**config.mk**
```make
export PLATFORM = sky130hd
export DESIGN_NAME = rkt_front
export DESIGN_NICKNAME = d
export VERILOG_FILES = /design/src/hdl/rkt_pkg.sv /design/src/hdl/rkt_front.sv
export SDC_FILE = /design/constraint.sdc
export NUM_CORES = 1
export LEC_CHECK = 0
export ABC_AREA = 1
export BUFFER_PORTS_ARGS = -buffer_cell sky130_fd_sc_hd__buf_2
export CAP_MARGIN = 5
export CORE_AREA = 3 3 304 306
export DETAILED_ROUTE_END_ITERATION = 7
export DIE_AREA = 0 0 307 309
export SYNTH_ARGS = -nofsm -noshare
export SYNTH_HDL_FRONTEND = slang
export SYNTH_SLANG_ARGS = --single-unit
```
**constraint.sdc**
```tcl
create_clock -name clock -period 21.3 [get_ports clock]
set_input_delay 1.065 -clock clock [delete_from_list [all_inputs] [get_ports clock]]
set_output_delay 1.065 -clock clock [all_outputs]
set_load 0.02 [all_outputs]
```
**src/hdl/rkt_pkg.sv**
```systemverilog
// rkt_pkg.sv: shared types and constants of the replay key table
// no dependencies
`timescale 1ns / 1ps
package rkt_pkg;
   localparam int ENTRIES   = 16;
   localparam int KEY_BITS  = 256;
   localparam int IDX_W     = (ENTRIES > 1) ? $clog2(ENTRIES) : 1;
   localparam int CNT_W     = $clog2(ENTRIES + 1);
   localparam int TIME_W    = 64;
   localparam int REQ_DATA_W = 392;
   localparam int RSP_DATA_W = 8;

   typedef enum logic [1:0] {
      OP_RESERVE = 2'd0,
      OP_CONSUME = 2'd1,
      OP_RELEASE = 2'd2,
      OP_GET     = 2'd3
   } op_type;

   typedef enum logic [2:0] {
      ST_OK        = 3'd0,
      ST_EXISTS    = 3'd1,
      ST_FULL      = 3'd2,
      ST_NOT_FOUND = 3'd3,
      ST_ERROR     = 3'd4
   } status_type;

   localparam logic [1:0] MARK_RESERVED = 2'd0;
   localparam logic [1:0] MARK_CONSUMED = 2'd1;
   localparam logic [1:0] MARK_RELEASED = 2'd2;

   // classified request from front to back
   typedef struct packed {
      op_type                     op;
      logic                       early_err;
      logic [KEY_BITS-1:0]        key;
      logic signed [TIME_W-1:0]   expiry;
      logic signed [TIME_W-1:0]   now;
   } job_type;

   typedef struct packed {
      status_type  status;
      logic [1:0]  mark;
      logic        mark_valid;
   } result_type;

   typedef enum logic [2:0] {
      BK_IDLE,
      BK_SCAN,
      BK_ACT,
      BK_DONE
   } back_state_type;
endpackage

```
**src/hdl/rkt_front.sv**
```systemverilog
// rkt_front.sv: accepts requests, checks reserve expiry and queues jobs
// depends on rkt_pkg
`timescale 1ns / 1ps
module rkt_front (
   input  logic                           clock,
   input  logic                           reset,
   input  logic                           in_valid,
   output logic                           in_ready,
   input  logic [1:0]                     in_op,
   input  logic [rkt_pkg::KEY_BITS-1:0]   in_key,
   input  logic signed [63:0]             in_expiry,
   input  logic signed [63:0]             in_now,
   output logic                           job_valid,
   input  logic                           job_ready,
   output rkt_pkg::job_type               job
);
   // two-entry queue
   rkt_pkg::job_type q_ff [2];
   rkt_pkg::job_type q_in [2];
   logic [1:0] cnt_ff, cnt_in;
   rkt_pkg::job_type newjob;
   logic push, pop;

   always_comb begin
      newjob.op        = rkt_pkg::op_type'(in_op);
      newjob.early_err = (in_op == rkt_pkg::OP_RESERVE) && (in_expiry <= in_now);
      newjob.key       = in_key;
      newjob.expiry    = in_expiry;
      newjob.now       = in_now;
   end

   assign in_ready  = (cnt_ff != 2'd2);
   assign push      = in_valid && in_ready;
   assign job_valid = (cnt_ff != 2'd0);
   assign pop       = job_valid && job_ready;
   assign job       = q_ff[0];

   always_comb begin
      q_in[0] = q_ff[0];
      q_in[1] = q_ff[1];
      cnt_in  = cnt_ff;
      if (pop) begin
         q_in[0] = q_ff[1];
      end
      if (push) begin
         if (cnt_ff == 2'd0 || (cnt_ff == 2'd1 && pop)) q_in[0] = newjob;
         else q_in[1] = newjob;
      end
      cnt_in = cnt_ff + {1'b0, push} - {1'b0, pop};
   end

   always_ff @(posedge clock) begin
      q_ff[0] <= q_in[0];
      q_ff[1] <= q_in[1];
      if (reset) cnt_ff <= 2'd0;
      else cnt_ff <= cnt_in;
   end
endmodule

```
== Word-level counts from Yosys, hierarchy flattened ==
Memories as Yosys holds them, arrays and structs flattened.
Index checks and enable logic that the tools add are counted.

* Flip-flop bits (word level): 2
* Bits in writable memories: 774
* Input port bits: 390
* Logic and storage cells: 19
* Memories kept: 1

{| class="wikitable"
|+ Memory list
! memory !! depth !! bits a word !! rd ports !! clocked after Yosys merged registers in !! write ports !! line !! text
|-
| q_ff || 2 || 387 || 2 || 0 || 2 || rkt_front.sv:18 || <nowiki>rkt_pkg::job_type q_ff [2];</nowiki>
|}

* $add $sub $neg: 2
* Magnitude comparators: 1
* Equal/unequal tests: 2
* Mux-type cells: 4
* Reductions and logical operators: 8

{| class="wikitable"
|+ Operators with widths
! kind !! count
|-
| $mux 387 || 3
|-
| $mux 774 || 1
|-
| $le 64x64->1 || 1
|-
| $logic_and 1x1->1 || 4
|-
| $logic_not 2->1 || 2
|-
| $add 2x1->2 || 1
|-
| $eq 2x1->1 const B || 1
|-
| $ne 2x2->1 const B || 1
|-
| $reduce_bool 2->1 || 1
|-
| $sub 2x1->2 || 1
|-
| $logic_or 1x1->1 || 1
|}

== Logic depth before layout (Yosys ltp) ==
* Depth in word-level cells: 6
* Gate-level depth with buffers: 17
* Gate-level depth less buffers: 17

== Worst setup path after synthesis ==
OpenSTA, ideal clock, no wires.

* Path kind: input to register
* Start point: input port job_ready
* End point: memory q_ff[0][387] in the netlist's numbering (enable)
* Library setup time: 1,149 ps
* Arrival: 17,407 ps
* Data required time: 20,151 ps
* Path slack: 2,744 ps
* Stages on the path: 3
* Buffers on the path: 0
* Cells stage by stage: o21ai_2 > inv_1 > nor2_1

{| class="wikitable"
|+ RTL lines
! item !! line !! text
|-
| start, declared || rkt_front.sv:14 || <nowiki>input logic job_ready,</nowiki>
|-
| end, declared || rkt_front.sv:18 ||
|}

==> impl_metrics.sql <==
INSERT INTO impl_metrics (metric_group, metric, value, unit) VALUES
('routing', 'dr.first_iter.drc_count', '1829', ''),
('logic_synthesis', 'ys.flop_type', 'dfxtp_1', ''),
('die', 'ioPinCount', '779', ''),
('die', 'die-width', '307', 'µm'),
('critical_path', 'worst-endpoint-arrival', '4790', 'ps'),
('critical_path', 'crit_top_cell', 'buf_4', ''),
('critical_path', 'cp.depth', '8', ''),
('critical_path', 'worstPathCellList', 'buf_2 > o21ai_2 > inv_1 > nor2_4 > buf_4 > buf_4 > buf_4 > buf_4', ''),
('cts', 'worst_setup_hold_path_clk_slew', '60', 'ps'),
('grt', 'antenna_found_initial', '37', ''),
('die', 'fp.coreArea', '89900', 'µm²'),
('critical_path', 'critPathSlowestCell', 'buf_4', ''),
('logic_synthesis', 'synth.top_cells.by_count', 'nand2_1, nor2_1, buf_4', ''),
('grt', 'grt_first_pass_wirelength', '129', 'mm'),
('timing', 'rsz0062_at_grt', 'false', ''),
('grt', 'grt_util_met3', '4.79', '%'),
('routing', 'first_pass_iters', '7', ''),
('logic_synthesis', 'synth_edf_count', '387', ''),
('logic_synthesis', 'postSynth.asyncResetShare', '0', '%'),
('die', 'die_h', '309', 'µm'),
('routing', 'vias_per_cell', '4.70', ''),
('timing', 'timing_worst_slew_pin_value', '1200', 'ps'),
('timing', 'hold_slack', '470', 'ps'),
('power_and_ir_drop', 'p_per_area', '168', 'nW/µm²'),
('finish', 'postLayoutCoreUtil', '40.8', '%'),
('routing', 'routed-via-count', '22600', ''),
('grt', 'grtUsageTotal', '17.5', '%'),
('place', 'routabilityCongestion', '0.820', ''),
('critical_path', 'path_buf_inv', '6', ''),
('finish', 'flow.area_growth_from_synthesis', '14.8', '%'),
('critical_path', 'timing.critical_path.required', '21540', 'ps'),
('job', 'cap_viol_max_count', '0', ''),
('critical_path', 'crit_fanout', '69', ''),
('logic_synthesis', 'yosys-top-cells-area', 'edfxtp_1, dfxtp_1, nand2_1', ''),
('finish', 'final_layout_size_suffix_gt1_share', '26.2', '%'),
('run_status', 'run_status', 'completed', ''),
('cts', 'root_cell_of_the_clock_tree', 'clkbuf_16', ''),
('place', 'detailed_place_hpwl', '59.7', 'mm'),
('logic_synthesis', 'postSynthRegisterBits', '776', ''),
('logic_synthesis', 'synthesis.area_per_instance', '9.94', 'µm²'),
('cts', 'cts_made_buffers', '86', ''),
('grt', 'gr-usage-met2', '29.0', '%'),
('logic_synthesis', 'synth_seq_area_share', '60.8', '%'),
('cts', 'cts.hold.buffers_added', '0', ''),
('routing', 'drt_drc_violations_left', '0', ''),
('grt', 'grt_pass1_vias', '21400', ''),
('routing', 'totalWireLength', '87.7', 'mm'),
('logic_synthesis', 'synthesis.area', '31900', 'µm²'),
('routing', 'final_antenna_net_count', '0', ''),
('timing', 'maximum_clock_rate', '0.220', 'GHz'),
('min_path', 'min_path_cells', '2', ''),
('cts', 'cts_tree', 'built', ''),
('logic_synthesis', 'yosys.area.top_type_share', '36.4', '%'),
('critical_path', 'path_delay_family', 'buffers and inverters', ''),
('logic_synthesis', 'synth.lib_cells_used.distinct', '29', ''),
('cts', 'clk_path_buf_depth', '3', ''),
('routing', 'per_cell_routed_wire_length', '18.2', 'µm'),
('grt', 'grt_busiest_layer', 'met2', ''),
('die', 'die_area', '94900', 'µm²'),
('min_path', 'hp-class', 'register to register', ''),
('timing', 'maxSlewViolCount', '0', ''),
('logic_synthesis', 'cells_after_synth', '3213', ''),
('cts', 'insertion_delay', '640', 'ps'),
('critical_path', 'critPathKind', 'input port to register', ''),
('place', 'port-buffer-count', '778', ''),
('timing', 'skew', '25.9', 'ps'),
('power_and_ir_drop', 'pleak', '15.9', 'nW'),
('grt', 'grt.overflow.total', '0', ''),
('power_and_ir_drop', 'vdd.ir_drop.worst', '173', 'µV'),
('die', 'rows', '110', ''),
('die', 'start_util', '35.5', '%');
## layout by cell type (no fill, tap or decap), drive strengths merged
cell type	count
clkbuf	127
clkinvlp	3
buf	794
a21o	5
a31oi	385
nor3	3
o21ai	8
xnor2	1
o21bai	2
inv	104
nor3b	3
edfxtp	387
a21oi	24
ha	66
bufinv	4
nor2	411
clkinv	23
nand2	859
diode	20
dfxtp	389
nand4	3
nand3	8
## layout make-up
type / count / area (µm²)
Antenna cell: 20 / 50.0
Inverter: 102 / 398
Clock inverter: 32 / 307
Timing Repair Buffer: 794 / 4060
Sequential cell: 776 / 19400
Clock buffer: 127 / 2570
Multi-Input combinational cell: 1778 / 8380
Fill cell: 8877 / 53200
Tap cell: 1176 / 1470
## final timing paths
kind,startpoint,end,slack (ps)
max reg2reg,cnt_ff[0],q_ff[0][701],16900
min reg2reg,q_ff[0][771],q_ff[0][384],470
min,q_ff[0][771],q_ff[0][384],470
max,job_ready,q_ff[0][701],16740
## registers in the layout, indices dropped and copies added, names as in the netlist
register and flops:
cnt_ff 2, q_ff 774
## metrics by stage
step / total power (W) / worst slack (ps) / std cells / area (µm²)
after global placement: 0.00467 / 16130 / 4626 / 33700
after floorplan: 0.00452 / 2740 / 3213 / 31900
after CTS: 0.00622 / 16800 / 4785 / 36600
after detailed placement: 0.00470 / 16100 / 4626 / 33700
after global routing: 0.00652 / 16340 / 4802 / 36600
final: 0.00615 / 16740 / 4805 / 36600
## power by group
group | internal [W] | leakage [nW] | switching [W] | total (W)
Sequential | 0.00217 | 6.83 | 0.000255 | 0.00242
Clock | 0.000886 | 1.42 | 0.000602 | 0.00149
Combinational | 0.000678 | 7.64 | 0.00156 | 0.00224
Total | 0.00373 | 15.9 | 0.00242 | 0.00615
## logic make-up after synthesis
family          share of synthesized area [%]
xor+xnor                               0.0274
buf+inv                                  13.0
flops                                    60.8
simple gates                             15.4
fa+ha+maj                                2.59
compound gates                           8.22
## per-layer routing
metal | up-vias | part of all wire (%)
met4 | 26 | 3.2
li1 | 11100 | -
met5 | - | 0.18
met3 | 173 | 7.5
met1 | 10500 | 41
met2 | 773 | 48
## worst reg2reg max path, delay by kind of cell (launching register included)
family,cells,cell delay [ps]
buffers and inverters,6,3360
DFF,1,360
AOI/OAI and AO/OA,1,180
and+or+nand+nor,1,80
Note: power is estimated with default switching activity, not from simulation.
